===== config.mk =====
export PLATFORM = sky130hd
export DESIGN_NAME = vvh_queue
export DESIGN_NICKNAME = d
export VERILOG_FILES = /design/src/hdl/voxel_value_histogram_core_defines.svh /design/src/hdl/vvh_pkg.sv /design/src/hdl/vvh_queue.sv
export SDC_FILE = /design/constraint.sdc
export NUM_CORES = 1
export LEC_CHECK = 0
export ABC_AREA = 1
export BUFFER_PORTS_ARGS = -buffer_cell sky130_fd_sc_hd__buf_2
export CAP_MARGIN = 15
export CORE_ASPECT_RATIO = 1.5
export CORE_MARGIN = 8
export CORE_UTILIZATION = 56
export CTS_CLUSTER_DIAMETER = 80
export DETAILED_ROUTE_END_ITERATION = 16
export PLACE_DENSITY = 0.77
export SYNTH_ARGS = -nofsm -noshare
export SYNTH_HDL_FRONTEND = slang
export SYNTH_SLANG_ARGS = --single-unit
export TNS_END_PERCENT = 5

===== constraint.sdc =====
create_clock -name clk -period 1.5 [get_ports clk]
set_input_delay 0.075 -clock clk [delete_from_list [all_inputs] [get_ports clk]]
set_output_delay 0.075 -clock clk [all_outputs]
set_load 0.02 [all_outputs]

===== src/hdl/voxel_value_histogram_core_defines.svh =====
// ---------------------------------------------------------------------------
// Assertion macros shared by the histogram core.
// ---------------------------------------------------------------------------
`ifndef VOXEL_VALUE_HISTOGRAM_CORE_DEFINES_SVH
`define VOXEL_VALUE_HISTOGRAM_CORE_DEFINES_SVH

// Same-cycle implication, disabled during reset.
`define VVH_ASSERT_NOW(name, clk, rst, ante, cons, msg) \
  name: assert property (@(posedge clk) disable iff (rst) (ante) |-> (cons)) \
    else $error(msg);

// Next-cycle implication, disabled during reset.
`define VVH_ASSERT_NEXT(name, clk, rst, ante, cons, msg) \
  name: assert property (@(posedge clk) disable iff (rst) (ante) |=> (cons)) \
    else $error(msg);

`endif


===== src/hdl/vvh_pkg.sv =====
`timescale 1ns / 1ps
// ---------------------------------------------------------------------------
// vvh_pkg
// Shared constants and types of the voxel value histogram core.
// ---------------------------------------------------------------------------
package vvh_pkg;

  localparam int VALUE_BITS     = 16;
  localparam int NARROW_BITS    = 8;
  localparam int STORE_DEPTH    = 1 << VALUE_BITS;
  localparam int COUNT_BITS     = 31;
  localparam int IN_DATA_BITS   = 16;
  localparam int OUT_DATA_BITS  = 32;
  localparam int QUEUE_DEPTH    = 4;
  localparam int QUEUE_PTR_BITS = $clog2(QUEUE_DEPTH);

  typedef enum logic {
    REQ_COUNT = 1'b0,
    REQ_READ  = 1'b1
  } req_kind_t;

  typedef struct packed {
    req_kind_t             kind;
    logic [VALUE_BITS-1:0] index;
  } vvh_req_t;

  typedef struct packed {
    logic empty;
    logic full;
  } vvh_q_status_t;

endpackage


===== src/hdl/vvh_queue.sv =====
`timescale 1ns / 1ps
// ---------------------------------------------------------------------------
// vvh_queue
// Short request queue between the front and the back.
// ---------------------------------------------------------------------------
module vvh_queue (
  input  logic                   clk,
  input  logic                   rst,
  input  logic                   push,
  input  vvh_pkg::vvh_req_t      push_req,
  input  logic                   pop,
  output vvh_pkg::vvh_req_t      head,
  output vvh_pkg::vvh_q_status_t status
);
  import vvh_pkg::*;

  vvh_req_t                  entries [QUEUE_DEPTH];
  logic [QUEUE_PTR_BITS-1:0] wr_ptr;
  logic [QUEUE_PTR_BITS-1:0] rd_ptr;
  logic [QUEUE_PTR_BITS:0]   count;

  always_ff @(posedge clk) begin
    if (push) begin
      entries[wr_ptr] <= push_req;
    end
  end

  always_ff @(posedge clk) begin
    if (rst) begin
      wr_ptr <= '0;
      rd_ptr <= '0;
      count  <= '0;
    end else begin
      if (push) begin
        wr_ptr <= wr_ptr + 1'b1;
      end
      if (pop) begin
        rd_ptr <= rd_ptr + 1'b1;
      end
      if (push && !pop) begin
        count <= count + 1'b1;
      end else if (pop && !push) begin
        count <= count - 1'b1;
      end
    end
  end

  assign head         = entries[rd_ptr];
  assign status.empty = (count == '0);
  assign status.full  = (count == (QUEUE_PTR_BITS+1)'(QUEUE_DEPTH));

endmodule


==> results_dict.tcl, run 1 <==
set metrics [dict create \
    drt_pass1_iterations 4 \
    maxSlewViolCount 0 \
    ir_drop_mv 0.6757 \
    critical_path_peak_fanout 10 \
    drive_gt1_frac 0.2542 \
    p_total_mw 4.527 \
    status "complete, no violations" \
    placementRows 33 \
    leakage_nw 1.430 \
    num-fill-cells 359 \
    vias 1898 \
    start_util 0.5682 \
    syn-num-nets 249 \
    final_cell_area_um2 3746 \
    setup-tns-final_ps 0 \
    slew_headroom 0.8511 \
    cts_tree "yes" \
    maxCapViolCount 0 \
    die_h_um 106.0 \
    period_needed_ps 1472 \
    rr_worst_depth 7 \
    nets 317 \
    antenna_found_initial 0 \
    hold_start "pop" \
    fin_hold_ws_ps 74.71 \
    setup.worst_path.start_class "flip-flop" \
    hold_viol 0 \
    wire_per_inst_um 15.20 \
    drc_errors 0 \
    hold_depth 3 \
    reg2reg_slack_ps 250 \
    cp.arrival_ps 1400 \
    ant_nets 0 \
    setup_viol 0 \
    final_cells 365 \
    vias_per_cell 5.200 \
    cts_root_buffer "clkbuf_8" \
    ys_ff_latch 77 \
    dieArea_um2 8062 \
    grt_usage 0.1385 \
    worst_slew_pin_slew_ps 221.0 \
    cts_buffers 9 \
    max_freq_mhz 679.5 \
    yosysWarnings 0 \
    yosysSeqAreaShare 0.7342 \
    globalplace.congestion 0.7303 \
    power.share.clock 0.317 \
    drt_iter0_markers 151 \
    reg2reg_from "count[0]$_SDFFE_PP0P_" \
    power_frac_comb 0.135 \
    clk_latency_ps 340 \
    hold_end "rd_ptr[0]$_SDFFE_PP0P_" \
    r2r-end "count[2]$_SDFFE_PP0P_" \
    area_growth_pct 23.77 \
    pin_count 40 \
    endpoint_kind "output pin" \
    dpl.hpwl_um 3438 \
    path_clk_slew_ps 60 \
    switchingPower_mw 1.089 \
    yosys.area.top_type "edfxtp_1" \
    synth.distinct_cells 21 \
    avgSynthCellArea_um2 13.63 \
    cts_setup_buffers 0 \
    synthTopCellsByArea "edfxtp_1, dfxtp_1, nor2_1" \
    totalWireLength_um 5547 \
    p_seq_frac 0.549 \
    netlist_area_um2 3027 \
    powerDensity_nw_per_um2 1209 \
    rsz0062_at_grt "yes" \
    synth_cells 222 \
    min_path_type "input pin to flip-flop" \
    finalCritPeriodShare 0.9811 \
    dieWidth_um 76.03 \
    finClkSkew_ps 7.113 \
    internal_power_mw 3.438 \
    cp.required_ps 1420 \
    grt_max_degree 35 \
    overflow 0 \
    yosysTopAreaCellShare 0.6747 \
    place_inst 331 \
    grt_pass1_wl_um 8673 \
    swShare 0.2406 \
    clock-sinks 77 \
    grt_pass1_vias 1845 \
    core-area_um2 5326 \
    htreeDepth 3 \
    num_antenna_cells 0 \
    placed_area_um2 3339 \
    clockBufferDepth 2 \
    worstSetupPathType "flip-flop to output pin" \
    portBuffers 39 \
]
[cells by family after synthesis]
family                   after synthesis  share of synthesized area
flip-flops                            77                     0.7342
adder cells (fa/ha/maj)                6                    0.02728
AO/OA/AOI/OAI                         59                     0.1170
buffers and inverters                 26                    0.05084
AND/OR/NAND/NOR                       53                    0.06779
XOR/XNOR                               1                   0.002894
[state kept, by name (all words and copies together), names as in the netlist, named ones only]
register / cells
wr_ptr: 2
entries: 68
count: 3
rd_ptr: 2
[cell usage in the layout, fill, tap and decap left out]
cell type	synthesis	final
a21oi_1	3	3
buf_12	0	4
buf_2	1	34
buf_4	2	7
buf_6	6	3
bufinv_16	0	1
clkbuf_1	0	2
clkbuf_8	0	9
clkinv_1	0	1
clkinv_2	0	2
clkinv_8	0	1
clkinvlp_4	0	1
dfxtp_1	9	7
dfxtp_2	0	1
dfxtp_4	0	1
dlygate4sd3_1	0	18
edfxtp_1	68	68
fa_1	1	1
ha_1	5	5
inv_1	15	15
inv_6	0	1
nand2_1	9	9
nand3_1	1	1
nand4_1	1	1
nor2_1	40	40
nor3_1	2	2
o21ai_0	16	15
o21ai_1	13	14
o21ai_2	10	10
o22ai_1	17	17
xor2_1	1	1
[synth_stat cells]
master    number
a21oi_1        3
buf_2          1
buf_4          2
buf_6          6
dfxtp_1        9
edfxtp_1      68
fa_1           1
ha_1           5
inv_1         15
inv_2          1
inv_4          1
nand2_1        9
nand3_1        1
nand4_1        1
nor2_1        40
nor3_1         2
o21ai_0       16
o21ai_1       13
o21ai_2       10
o22ai_1       17
xor2_1         1
[per-layer routing]
layer / wire length (um) / track usage / part of all wire
met1: 2086 / 0.1395 / 0.38
met2: 3016 / 0.2440 / 0.54
met3: 362 / 0.05068 / 0.065
met4: 82 / 0.07183 / 0.015
met5: 0 / 0 / 0
[worst max path at each step]
stage,from,end,slack [ps],depth (start not counted)
global placement,push,count[2]$_SDFFE_PP0P_,250,10
CTS,flip-flop,head[14],-10,4
detailed placement,push,count[2]$_SDFFE_PP0P_,210,10
floorplan,wr_ptr[0]$_SDFFE_PP0P_,entries[2][0]$_DFFE_PP_,200,4
global route,flip-flop,head[15],-40,4
finish,flip-flop,head[15],30,4
[metrics by stage]
step	utilization	setup slack, ps
finish	0.7033	28.31
global route	0.7033	-35.08
CTS	0.6984	-13.41
detailed placement	0.6270	205.4
global placement	0.6270	253.9
floorplan	-	196.0
[power groups by stage]
stage | registers (mW) | logic (mW) | clock network [mW]
2_1_floorplan | 2.52 | 0.367 | 0
3_3_place_gp | 2.52 | 0.547 | 0
3_5_place_dp | 2.53 | 0.560 | 0
4_1_cts | 2.48 | 0.607 | 1.46
5_1_grt | 2.50 | 0.663 | 1.54
6_report | 2.49 | 0.609 | 1.43
[timing repair]
item | in CTS | in global routing
hold buffers | 18 | 0
endpoints found under the setup margin | 17 | 13
resized for setup | 7 | 10
hold endpoints to repair | 69 | 0
[critical path, cell delays in order, from the launching register on]
cell and delay (ps):
dfxtp_4 410, buf_4 180, o21ai_0 90, o22ai_1 200
buf_4 190
[area by class of cell]
type,instances,area (um^2),share of cell area
sequential,77,2227,0.5945
multi-input combinational,119,650.6,0.1737
timing repair buffer,66,516.7,0.1379
clock buffer,11,131.4,0.03507
tap,70,87.58,0.02338
inverter,17,81.33,0.02171
clock inverter,5,51.30,0.01369
No activity file was read; power rests on OpenSTA's default activity.
==> run 2, diff against run 1 <==
ABC_AREA = 0   (was 1)
CAP_MARGIN = 20   (was 15)
==> results_dict.tcl, run 2 <==
set metrics [dict create \
    cp.required_ps 1420 \
    place_inst 243 \
    placed_area_um2 3267 \
    synth.distinct_cells 22 \
    grt_usage 0.1484 \
    largest_register "entries" \
    setup_viol 17 \
    avgSynthCellArea_um2 21.97 \
    endpoint_kind "output pin" \
    reg2reg_from "count[0]$_SDFFE_PP0P_" \
    cp_num_cells 4 \
    drc_errors 0 \
    finalCritPeriodShare 1.126 \
    yosysTopAreaCellShare 0.6989 \
    grt_pass1_vias 1627 \
    dieWidth_um 74.98 \
    pin_count 40 \
    placementRows 32 \
    ys_top_cells_by_count "edfxtp_1, mux4_2, dfxtp_1" \
    syn-num-nets 160 \
    yosysMostFrequentCell "edfxtp_1" \
    worstPathCellList "buf_12 -> buf_16 -> mux4_2 -> buf_6" \
    worstSetupPathType "flip-flop to output pin" \
    max_freq_mhz 592.3 \
    fin_hold_ws_ps 47.50 \
    globalplace.congestion 0.6601 \
    min_path_type "input pin to flip-flop" \
    clock-sinks 77 \
    leakage_nw 1.379 \
    drt_pass1_iterations 4 \
    critical_path_peak_fanout 8 \
    nets 235 \
    vias 1446 \
    synth_top_flop_cell "edfxtp_1" \
    antenna_found_initial 0 \
    clk_latency_ps 340 \
    async_flop_share 0 \
    ys_ff_latch 77 \
    place_ws_ps -44.98 \
    path_clk_slew_ps 70 \
    start_util 0.5746 \
    vias_per_cell 5.146 \
    grt_max_degree 18 \
    layout_commonest_cell "edfxtp_1" \
    failed_checks "negative setup slack" \
    fin_ws_ps -188.3 \
    cts_tree "yes" \
    hold_viol 0 \
    num_antenna_cells 0 \
    portBuffers 39 \
    yosys.area.top_type "edfxtp_1" \
    synth_cells 133 \
    htreeDepth 3 \
    cts_root_buffer "clkbuf_8" \
    drive_gt1_frac 0.4038 \
    largest_reg_flops 68 \
    r2r-end "count[2]$_SDFFE_PP0P_" \
    cts_buffers 9 \
    yosysWarnings 0 \
    rsz0062_at_grt "yes" \
    final_cell_mix "edfxtp_1, buf_2, dlygate4sd3_1" \
    worst_slew_pin_slew_ps 250.8 \
    dpl.hpwl_um 3313 \
    maxSlewViolCount 0 \
    rr_worst_depth 4 \
    totalWireLength_um 5263 \
    ant_nets 0 \
    overflow 0 \
    worst_path_dominant_cell_family "multiplexers" \
    ir_drop_mv 0.8031 \
    dieArea_um2 7832 \
    die_h_um 104.5 \
    cpPeakStageDelay_ps 510 \
    setup.worst_path.start_class "flip-flop" \
    wire_per_inst_um 18.73 \
    yosysSeqAreaShare 0.7606 \
    crit_buf_inv 3 \
    reg2reg_slack_ps 20 \
    period_needed_ps 1688 \
    synthTopCellsByArea "edfxtp_1, mux4_2, mux4_1" \
    top_regs "entries (68), count (3)" \
    drt_iter0_markers 121 \
    status "finished, violations left" \
    cp.arrival_ps 1610 \
    final_cell_area_um2 3819 \
    clockBufferDepth 2 \
    netlist_area_um2 2922 \
    final_util 0.7510 \
    final_cells 281 \
    maxCapViolCount 0 \
    core-area_um2 5085 \
    finClkSkew_ps 8.429 \
    area_growth_pct 30.71 \
    slew_headroom 0.8328 \
    powerDensity_nw_per_um2 1285 \
    grt_pass1_wl_um 8286 \
    synth_edf_count 68 \
    crit_path_end "head[4]" \
    crit_path_top_delay_cell "mux4_2" \
]
[run 2: changes by cell type after synthesis, moves of 4 or more]
cell / previous run / this run
nor2_1: 40 / 7
o22ai_1: 17 / 0
o21ai_0: 16 / 1
o21ai_1: 13 / 0
inv_1: 15 / 4
mux4_2: 0 / 10
o21ai_2: 10 / 0
nand2_1: 9 / 1
mux4_1: 0 / 7
buf_6: 6 / 1
and2_1: 0 / 4
[run 2: cell type report]
| class | instances | area (um^2) |
|---|---|---|
| Timing Repair Buffer | 69 | 659.4 |
| Fill cell | 303 | 1266 |
| Clock buffer | 10 | 127.6 |
| Multi-Input combinational cell | 47 | 616.8 |
| Inverter | 4 | 15.01 |
| Sequential cell | 77 | 2227 |
| Tap cell | 68 | 85.08 |
| Clock inverter | 6 | 87.58 |
[run 2: per-stage QoR]
stage,power [mW],setup TNS (ps)
after floorplan,2.920,0
final,4.905,-2942
after CTS,4.920,-3166
after global routing,5.059,-3638
after global placement,3.105,0
after detailed placement,3.140,-44.98
[run 2: power breakdown]
| part | internal, mW | switching, mW | total, mW |
|---|---|---|---|
| registers | 2.45 | 0.0534 | 2.51 |
| clock network | 0.936 | 0.697 | 1.63 |
| logic | 0.406 | 0.359 | 0.765 |
| total | 3.80 | 1.11 | 4.91 |
[run 2: per-layer routing]
metal  global-route usage  wire length [um]
met5                    0                 0
met4              0.09014               159
met3              0.02799               271
met2               0.2605              2961
met1               0.1517              1871
[run 2: worst reg2reg max path, stage by stage (launching register included)]
cell	delay, ps
dfxtp_2	350
fa_1	430
xor2_1	170
or3_1	320
a21oi_2	140
[run 2: cell families (layout without fill, tap and decap cells)]
kind of cell,count (synthesis),count (layout),synth area share
flops,77,77,0.7606
compound gates,2,2,0.003423
buf+inv,9,89,0.02055
mux,19,19,0.1469
xor+xnor,5,5,0.01499
simple gates,15,15,0.02527
fa+ha+maj,6,6,0.02827
[run 2: worst min-delay path by stage]
stage	start	endpoint	slack, ps	cells after the start
floorplan	push_req[0]	entries[0][0]$_DFFE_PP_	170	0
global placement	push_req[8]	entries[1][8]$_DFFE_PP_	280	1
detailed placement	push_req[7]	entries[2][7]$_DFFE_PP_	290	1
CTS	pop	flip-flop	40	3
global route	pop	flip-flop	80	3
finish	pop	flip-flop	50	3
[run 2: repair_timing]
item,in CTS,in global routing
resized for setup,33,9
endpoints found under the setup margin,18,18
endpoints found under the hold margin,75,0
gates cloned,2,0
pin swaps,0,0
buffers inserted,2,0
hold buffers,18,0
