==> src/hdl/voxel_value_histogram_core_defines.svh <==
// ---------------------------------------------------------------------------
// Assertion macros shared by the histogram core.
// ---------------------------------------------------------------------------
`ifndef VOXEL_VALUE_HISTOGRAM_CORE_DEFINES_SVH
`define VOXEL_VALUE_HISTOGRAM_CORE_DEFINES_SVH

// Same-cycle implication, disabled during reset.
`define VVH_ASSERT_NOW(name, clk, rst, ante, cons, msg) \
  name: assert property (@(posedge clk) disable iff (rst) (ante) |-> (cons)) \
    else $error(msg);

// Next-cycle implication, disabled during reset.
`define VVH_ASSERT_NEXT(name, clk, rst, ante, cons, msg) \
  name: assert property (@(posedge clk) disable iff (rst) (ante) |=> (cons)) \
    else $error(msg);

`endif

==> src/hdl/vvh_pkg.sv <==
`timescale 1ns / 1ps
// ---------------------------------------------------------------------------
// vvh_pkg
// Shared constants and types of the voxel value histogram core.
// ---------------------------------------------------------------------------
package vvh_pkg;

  localparam int VALUE_BITS     = 16;
  localparam int NARROW_BITS    = 8;
  localparam int STORE_DEPTH    = 1 << VALUE_BITS;
  localparam int COUNT_BITS     = 31;
  localparam int IN_DATA_BITS   = 16;
  localparam int OUT_DATA_BITS  = 32;
  localparam int QUEUE_DEPTH    = 4;
  localparam int QUEUE_PTR_BITS = $clog2(QUEUE_DEPTH);

  typedef enum logic {
    REQ_COUNT = 1'b0,
    REQ_READ  = 1'b1
  } req_kind_t;

  typedef struct packed {
    req_kind_t             kind;
    logic [VALUE_BITS-1:0] index;
  } vvh_req_t;

  typedef struct packed {
    logic empty;
    logic full;
  } vvh_q_status_t;

endpackage

==> src/hdl/vvh_front.sv <==
`timescale 1ns / 1ps
// ---------------------------------------------------------------------------
// vvh_front
// Mode register, input handshake and bin index masking.
// ---------------------------------------------------------------------------
module vvh_front (
  input  logic                              clk,
  input  logic                              rst,
  input  logic                              cfg_wr_en,
  input  logic                              cfg_wr_data,
  input  logic                              s_tvalid,
  output logic                              s_tready,
  input  logic [vvh_pkg::IN_DATA_BITS-1:0]  s_tdata,
  input  logic                              s_tuser,
  input  vvh_pkg::vvh_q_status_t            q_status,
  input  logic                              clear_busy,
  output logic                              push,
  output vvh_pkg::vvh_req_t                 push_req
);
  import vvh_pkg::*;

  logic voxel_is_wide;

  always_ff @(posedge clk) begin
    if (rst) begin
      voxel_is_wide <= 1'b0;
    end else if (cfg_wr_en) begin
      voxel_is_wide <= cfg_wr_data;
    end
  end

  // Hold off items while the store is being cleared or the queue is full.
  assign s_tready = !q_status.full && !clear_busy;
  assign push     = s_tvalid && s_tready;

  always_comb begin
    push_req.kind = req_kind_t'(s_tuser);
    if (voxel_is_wide) begin
      push_req.index = s_tdata[VALUE_BITS-1:0];
    end else begin
      push_req.index = VALUE_BITS'(s_tdata[NARROW_BITS-1:0]);
    end
  end

endmodule

==> config.mk <==
export PLATFORM = sky130hd
export DESIGN_NAME = vvh_front
export DESIGN_NICKNAME = d
export VERILOG_FILES = /design/src/hdl/voxel_value_histogram_core_defines.svh /design/src/hdl/vvh_pkg.sv /design/src/hdl/vvh_front.sv
export SDC_FILE = /design/constraint.sdc
export NUM_CORES = 1
export LEC_CHECK = 0
export BUFFER_PORTS_ARGS = -buffer_cell sky130_fd_sc_hd__buf_2
export CELL_PAD_IN_SITES_DETAIL_PLACEMENT = 0
export CELL_PAD_IN_SITES_GLOBAL_PLACEMENT = 1
export CORE_ASPECT_RATIO = 0.8
export CORE_MARGIN = 3
export CORE_UTILIZATION = 10
export DETAILED_ROUTE_END_ITERATION = 16
export GPL_ROUTABILITY_DRIVEN = 0
export GPL_TIMING_DRIVEN = 0
export PLACE_DENSITY_LB_ADDON = 0.3
export SYNTH_ARGS = -nofsm -noshare
export SYNTH_HDL_FRONTEND = slang
export SYNTH_SLANG_ARGS = --single-unit
export TNS_END_PERCENT = 100
==> constraint.sdc <==
create_clock -name clk -period 0.8 [get_ports clk]
set_input_delay 0.12 -clock clk [delete_from_list [all_inputs] [get_ports clk]]
set_output_delay 0.12 -clock clk [all_outputs]
set_load 0.05 [all_outputs]
==> results of run 1 <==
routing by layer:
| metal | vias to the layer above | part of all wire [%] | routed length, um |
|---|---|---|---|
| met5 | - | 0 | 0 |
| met4 | 0 | 0 | 0 |
| met3 | 0 | 5.5 | 39 |
| met2 | 9 | 64 | 451 |
| met1 | 112 | 30 | 214 |
| li1 | 124 | - | - |
cell type report:
class / count / area, um2 / share of cell area [%]
Timing Repair Buffer: 33 / 236.5 / 52.21
Multi-Input combinational cell: 12 / 98.84 / 21.82
Buffer: 9 / 67.56 / 14.92
Tap cell: 21 / 26.28 / 5.801
Sequential cell: 1 / 23.77 / 5.249
metrics by stage:
stage          utilization [%]  hold WS [ns]  TNS (ns)  worst slack, ns  power (mW)
2_1_floorplan                -        0.1924   -0.1203         -0.01929      0.2765
3_3_place_gp             24.92        0.2870    -1.524          -0.1925      0.3505
3_5_place_dp             24.92        0.2842    -1.383          -0.1715      0.3510
4_1_cts                  28.67        0.2749         0         0.004575      0.3742
5_1_grt                  30.17        0.2898  -0.01066        -0.004652      0.4023
6_report                 30.17        0.2722         0         0.006943      0.3859
worst max-delay path, stage by stage, from the launching register on:
cell and delay (ns):
dfxtp_4 0.35, and2_2 0.18, buf_6 0.15
Yosys cell counts:
master	instances	share of area (%)
and2_2	8	35
nor2_1	2	4.4
and2_1	1	3.7
dfxtp_1	1	12
mux2i_1	1	5.8
buf_4	9	39
path summary, 6_finish.rpt:
path | startpoint | to | slack, ns | depth (start not counted)
max | voxel_is_wide$_SDFFE_PP0P_ | push_req[11] | 0.007 | 2
min | rst | voxel_is_wide$_SDFFE_PP0P_ | 0.27 | 2
max reg2reg | voxel_is_wide$_SDFFE_PP0P_ | voxel_is_wide$_SDFFE_PP0P_ | 0.17 | 2
min reg2reg | voxel_is_wide$_SDFFE_PP0P_ | voxel_is_wide$_SDFFE_PP0P_ | 0.55 | 2
power groups by stage:
stage          sequential, mW  clock [mW]  combinational (mW)
2_1_floorplan          0.0573           0               0.219
3_3_place_gp           0.0596           0               0.291
3_5_place_dp           0.0591           0               0.292
4_1_cts                0.0581           0               0.316
5_1_grt                0.0597           0               0.343
6_report               0.0587           0               0.327
cells by family after synthesis:
kind of cell / count (synthesis)
flops: 1
buf+inv: 9
mux: 1
simple gates: 11
timing repair:
action	CTS	global route
hold buffers	0	0
setup endpoints to repair	9	8
gates resized for setup	19	8
==> results.yml, run 1 <==
yosys:
  yosys.area_share.simple_pct: 43.07
  synthesis.instances: 22
  syn-cell-area_um2: 171.4
  ys_ff_latch: 1
  main_combinational_cell_family_by_area_after_synthesis: "simple AND/OR/NAND/NOR gates"
  synth.net_count: 47
  synth.lib_cells_used.distinct: 6
  synth-compound-area-share_pct: 0
  synthMuxAreaShare_pct: 5.839
  adder_cell_share_of_the_synthesized_area_pct: 0
  postSynthAreaPerCell_um2: 7.792
  yosysWarningCount: 0
  sequential_element_share_of_the_synthesized_area_pct: 11.68
  synth_xor_xnor_area_share_pct: 0
final_layout:
  final_design_area_no_fill_um2: 452.9
  mostFrequentLayoutCell: "buf_2"
  reg_top3: "voxel_is_wide: 1 flops"
  antenna-diode-count: 0
  fillers: 167
  final_nets: 82
  largest-register: "voxel_is_wide"
  fraction_of_final_layout_cells_with_drive_strength_greater_than_1_pct: 96.36
  syn_to_final_growth_pct: 164.2
  stdcell_count: 76
  largest_reg_flops: 1
  layout.cells.most_common_list: "24 x buf_2, 9 x buf_4, 5 x and2_4, 5 x buf_6"
global_route:
  gr-usage-met2_pct: 11.88
  grt_max_degree: 10
  global_route_layer_with_the_greatest_usage: "met2"
  first_global_vias: 201
  grtUsageMet1_pct: 7.216
  globalRouteMet3Util_pct: 0
  global_route.usage.total_pct: 5.903
  grt.overflow.total: 0
  grt_antenna_before_repair: 0
  grt_pass1_wl_mm: 1.055
worst_setup_path:
  crit_path_max_fanout: 9
  critPathKind: "reg2out"
  data_arrival_at_the_endpoint_of_the_critical_path_ns: 0.67
  setup.worst_path.end_class: "primary output"
  timing.critical_path.required_ns: 0.68
  critical_path.startpoint_type: "flop"
sta:
  max_slew.worst_pin.slew_ns: 0.2514
  skew_ns: 0
  finalCritPeriodShare_pct: 99.13
  finalWorstPathRequiredPeriod_ns: 0.7931
  finalHoldViolCount: 0
  rsz0062_at_grt: "yes"
  finalMaxSlewViolations: 0
  fmax_ghz: 1.261
  worst_slew_margin_rel_pct: 83.36
  setup_viol: 0
placed_design:
  place_inst: 76
  placement.cell_area_um2: 374.1
  hpwl_after_dpl_um: 614.7
  io_buffer_count: 33
run_status:
  status: "finished clean"
die:
  io-pin-count: 44
  die_w_um: 52.29
  row_count: 12
  floorplan.initialDensity_pct: 11.42
  die_height_um: 43.03
  dieArea_um2: 2250
  coreArea_um2: 1501
drt:
  drtAntennaViolNets: 0
  drtIter0Drc: 0
  wl_per_cell_um: 9.276
  num_vias: 245
  vias_per_cell: 3.224
  route.final.wire_length_um: 705
  drc_errors: 0
  drt-pass1-iter-count: 1
power_and_ir_drop:
  internal_power_of_the_cells_mw: 0.1813
  power.net_switching_mw: 0.2047
  switching_share_pct: 53.03
  static_leakage_power_nw: 0.2543
  ir_worst_vdd_mv: 0.3372
  power.density_nw_per_um2: 852.0
  power.clock.fraction_pct: 0
  share_seq_of_total_power_pct: 15.2
  power_frac_comb_pct: 84.8
clock_network:
  clock_slew_at_reported_path_ffs_ns: 0
  worstSkewPairLatency_ns: 0
  post-cts-setup-buffers: 0
flow_run:
  max_capacitance_violation_count: 0
hold_path:
  timing.hold.worst.class: "in2reg"
(Power assumes the default switching activity.)
==> run 2: changes to the inputs <==
- clock period: 0.8 -> 0.89 ns (I/O delays scaled with it)
==> results.yml, run 2 (same netlist as run 1, synthesis figures left out) <==
drt:
  num_vias: 228
  drt-pass1-iter-count: 1
  drc_errors: 0
  wl_per_cell_um: 9.579
  drtAntennaViolNets: 0
  route.final.wire_length_um: 728
  vias_per_cell: 3.000
  drtIter0Drc: 0
global_route:
  grtUsageMet1_pct: 7.216
  grt_pass1_wl_mm: 1.041
  grt_max_degree: 10
  grt_antenna_before_repair: 0
  gr-usage-met2_pct: 11.63
  global_route_layer_with_the_greatest_usage: "met2"
  global_route.usage.total_pct: 5.832
  first_global_vias: 190
  grt.overflow.total: 0
  globalRouteMet3Util_pct: 0
clock_network:
  postCtsResizedCells: 9
  post-cts-setup-buffers: 0
  clock_slew_at_reported_path_ffs_ns: 0
  worstSkewPairLatency_ns: 0
  postCtsHoldBufs: 0
final_layout:
  final_design_area_no_fill_um2: 397.9
  layout.cells.most_common_list: "25 x buf_2, 16 x buf_4, 8 x and2_2"
  final_nets: 82
  largest-register: "voxel_is_wide"
  antenna-diode-count: 0
  fillers: 173
  mostFrequentLayoutCell: "buf_2"
  multi_input_comb_area_um2: 93.84
  stdcell_count: 76
  area_taken_by_flip_flops_and_latches_um2: 21.27
  fraction_of_final_layout_cells_with_drive_strength_greater_than_1_pct: 96.36
  syn_to_final_growth_pct: 132.1
  largest_reg_flops: 1
  reg_top3: "voxel_is_wide: 1 flops"
die:
  io-pin-count: 44
  floorplan.initialDensity_pct: 11.42
  coreArea_um2: 1501
  dieArea_um2: 2250
  die_height_um: 43.03
  row_count: 12
  die_w_um: 52.29
sta:
  setup_viol: 0
  rsz0062_at_grt: "no"
  finalMaxSlewViolations: 0
  skew_ns: 0
  worst_slew_margin_rel_pct: 83.12
  fmax_ghz: 1.170
  max_slew.worst_pin.slew_ns: 0.2550
  finalHoldViolCount: 0
  finalCritPeriodShare_pct: 96.00
  finalWorstPathRequiredPeriod_ns: 0.8544
placed_design:
  hpwl_after_dpl_um: 645.9
  io_buffer_count: 33
  placement.cell_area_um2: 372.9
  place_inst: 76
flow_run:
  max_capacitance_violation_count: 0
worst_setup_path:
  setup.worst_path.end: "push"
  crit_path_max_fanout: 2
  reg2reg_slack_ns: 0.26
  regToRegStartpoint: "voxel_is_wide$_SDFFE_PP0P_"
  startpoint: "clear_busy"
  critPathKind: "in2out"
  r2r_cells: 2
  setup.worst_path.end_class: "primary output"
  critical_path.startpoint_type: "input port"
  data_arrival_at_the_endpoint_of_the_critical_path_ns: 0.72
  r2r-end: "voxel_is_wide$_SDFFE_PP0P_"
  timing.critical_path.required_ns: 0.76
power_and_ir_drop:
  total_power_mw: 0.3239
  static_leakage_power_nw: 0.2401
  power.density_nw_per_um2: 814.2
  ir_worst_vdd_mv: 0.3027
run_status:
  status: "finished clean"
hold_path:
  timing.hold.worst.class: "in2reg"
  hold_depth: 2
-- run 2: cell counts in the layout (fill, tap and decap cells not counted) --
Identical to the previous run, type by type.
-- run 2: worst min path at each step --
stage / endpoint / from / slack, ns
3_3_place_gp: voxel_is_wide$_SDFFE_PP0P_ / rst / 0.30
4_1_cts: voxel_is_wide$_SDFFE_PP0P_ / rst / 0.29
3_5_place_dp: voxel_is_wide$_SDFFE_PP0P_ / rst / 0.30
5_1_grt: voxel_is_wide$_SDFFE_PP0P_ / rst / 0.29
2_1_floorplan: voxel_is_wide$_SDFFE_PP0P_ / rst / 0.21
6_report: voxel_is_wide$_SDFFE_PP0P_ / rst / 0.29
-- run 2: through the flow --
stage | setup TNS [ns] | hold slack (ns) | utilization, % | setup WS (ns)
floorplan | 0 | 0.2059 | - | 0.04371
global placement | -0.7221 | 0.3001 | 24.83 | -0.09360
detailed placement | -0.7469 | 0.2980 | 24.83 | -0.09790
CTS | 0 | 0.2912 | 26.25 | 0.03058
global route | 0 | 0.2940 | 26.50 | 0.002033
finish | 0 | 0.2882 | 26.50 | 0.03561
-- run 2: cell type report --
cell class | count | share of cell area [%]
Buffer | 9 | 16.98
Tap cell | 21 | 6.604
Timing Repair Buffer | 33 | 47.48
Multi-Input combinational cell | 12 | 23.58
Sequential cell | 1 | 5.346
-- run 2: metal layers --
layer / vias up / part of all wire [%]
met1: 96 / 33
met2: 8 / 62
li1: 124 / -
met4: 0 / 0
met3: 0 / 5.1
met5: - / 0
-- run 2: power by group --
group | total (mW) | switching [mW] | leakage, nW | internal, mW
combinational | 0.270 | 0.174 | 0.231 | 0.0964
sequential | 0.0538 | 0.00468 | 0.00861 | 0.0491
clock | 0 | 0 | 0 | 0
total | 0.324 | 0.178 | 0.240 | 0.145
-- run 2: critical path: stages --
cell,delay [ns]
buf_2,0.11
nor2_4,0.09
and2_4,0.13
buf_2,0.25
==> run 3: changes to the inputs <==
- CELL_PAD_IN_SITES_DETAIL_PLACEMENT: 0 -> not set
- CELL_PAD_IN_SITES_GLOBAL_PLACEMENT: 1 -> not set
- CORE_AREA: not set -> 3 3 40 42
- CORE_ASPECT_RATIO: 0.8 -> not set
- CORE_MARGIN: 3 -> not set
- CORE_UTILIZATION: 10 -> not set
- DIE_AREA: not set -> 0 0 43 45
- GPL_TIMING_DRIVEN: 0 -> not set
==> results.yml, run 3 (same netlist as run 1, synthesis figures left out) <==
drt:
  drc_errors: 0
  drt-pass1-iter-count: 2
  num_vias: 204
  route.final.wire_length_um: 501
  drtIter0Drc: 1
  wl_per_cell_um: 9.453
  vias_per_cell: 3.849
  drtAntennaViolNets: 0
worst_setup_path:
  critical_path.startpoint_type: "input port"
  setup.worst_path.end_class: "primary output"
  critPathKind: "in2out"
  timing.critical_path.required_ns: 0.76
  data_arrival_at_the_endpoint_of_the_critical_path_ns: 0.71
  crit_path_max_fanout: 2
  reg2reg_slack_ns: 0.14
die:
  row_count: 13
  die_height_um: 45
  io-pin-count: 44
  dieArea_um2: 1935
  die_w_um: 43
  coreArea_um2: 1285
  floorplan.initialDensity_pct: 13.34
final_layout:
  final_nets: 65
  antenna-diode-count: 0
  largest_reg_flops: 1
  reg_top3: "voxel_is_wide: 1 flops"
  mostFrequentLayoutCell: "buf_2"
  layout.cells.most_common_list: "16 x buf_2, 8 x and2_2, 6 x buf_4"
  final_design_area_no_fill_um2: 292.8
  largest-register: "voxel_is_wide"
  syn_to_final_growth_pct: 70.80
  fraction_of_final_layout_cells_with_drive_strength_greater_than_1_pct: 94.74
sta:
  worst_slew_margin_rel_pct: 83.28
  finalCritPeriodShare_pct: 95.18
  setup_viol: 0
  fmax_ghz: 1.181
  rsz0062_at_grt: "no"
  finalMaxSlewViolations: 0
  skew_ns: 0
  finalWorstPathRequiredPeriod_ns: 0.8471
  max_slew.worst_pin.slew_ns: 0.2525
  finalHoldViolCount: 0
  fin_tns_setup_ns: 0
global_route:
  grt_pass1_wl_um: 717
  grt_max_degree: 10
  global_route.usage.total_pct: 4.730
  grt.overflow.total: 0
  grt_antenna_before_repair: 0
  first_global_vias: 171
hold_path:
  timing.hold.worst.class: "in2out"
flow_run:
  max_capacitance_violation_count: 0
clock_network:
  postCtsHoldBufs: 0
  post-cts-setup-buffers: 0
  worstSkewPairLatency_ns: 0
run_status:
  status: "finished clean"
power_and_ir_drop:
  ir_worst_vdd_mv: 0.2767
  power.density_nw_per_um2: 697.0
  static_leakage_power_nw: 0.1682
placed_design:
  io_buffer_count: 24
  placement.cell_area_um2: 260.3
==> run 3: cell count changes in the layout (fill, tap and decap cells not counted), sizes merged <==
cell / previous run / this run
buf: 42 / 25
==> run 3: stage by stage <==
stage	hold slack, ns	utilization [%]	power (mW)	std cells	worst slack [ns]
after global routing	0.2671	22.78	0.2142	53	0.002415
after global placement	0.2673	20.25	0.1911	53	-0.08339
final	0.2670	22.78	0.2041	53	0.04291
after CTS	0.2673	21.91	0.2007	53	0.03729
after floorplan	0.2059	-	0.2473	22	0.04371
after detailed placement	0.2673	20.25	0.1912	53	-0.1012
==> run 3: path summary, 6_finish.rpt <==
path | start | endpoint | cells after the start
worst max-delay path | clear_busy | push | 4
worst min-delay path | s_tuser | push_req[16] | 0
worst max register to register | voxel_is_wide$_SDFFE_PP0P_ | voxel_is_wide$_SDFFE_PP0P_ | 3
worst min register to register | voxel_is_wide$_SDFFE_PP0P_ | voxel_is_wide$_SDFFE_PP0P_ | 3
==> run 3: where the power goes <==
group / internal (mW) / switching (mW)
clock: 0 / 0
combinational: 0.0629 / 0.0876
sequential: 0.0491 / 0.00447
==> run 3: metal layers <==
layer	up-vias	share of wire, %	track usage (%)
met5	-	0	0
met1	94	32	5.012
met4	0	0	0.6024
met3	0	20	1.195
met2	20	47	9.581
li1	90	-	-
==> run 3: what timing repair did <==
item,CTS,global route
gates cloned,0,0
resized for setup,9,3
endpoints found under the setup margin,8,3
==> run 3: final cells by class <==
type | count | area [um2]
timing repair buffer | 25 | 158.9
sequential | 1 | 21.27
tap | 15 | 18.77
fill | 143 | 992.2
multi-input combinational | 12 | 93.84
==> run 3: critical path, cell delays in order <==
cell and delay, ns:
buf_2 0.11, nor2_4 0.09, and2_4 0.13, buf_2 0.25
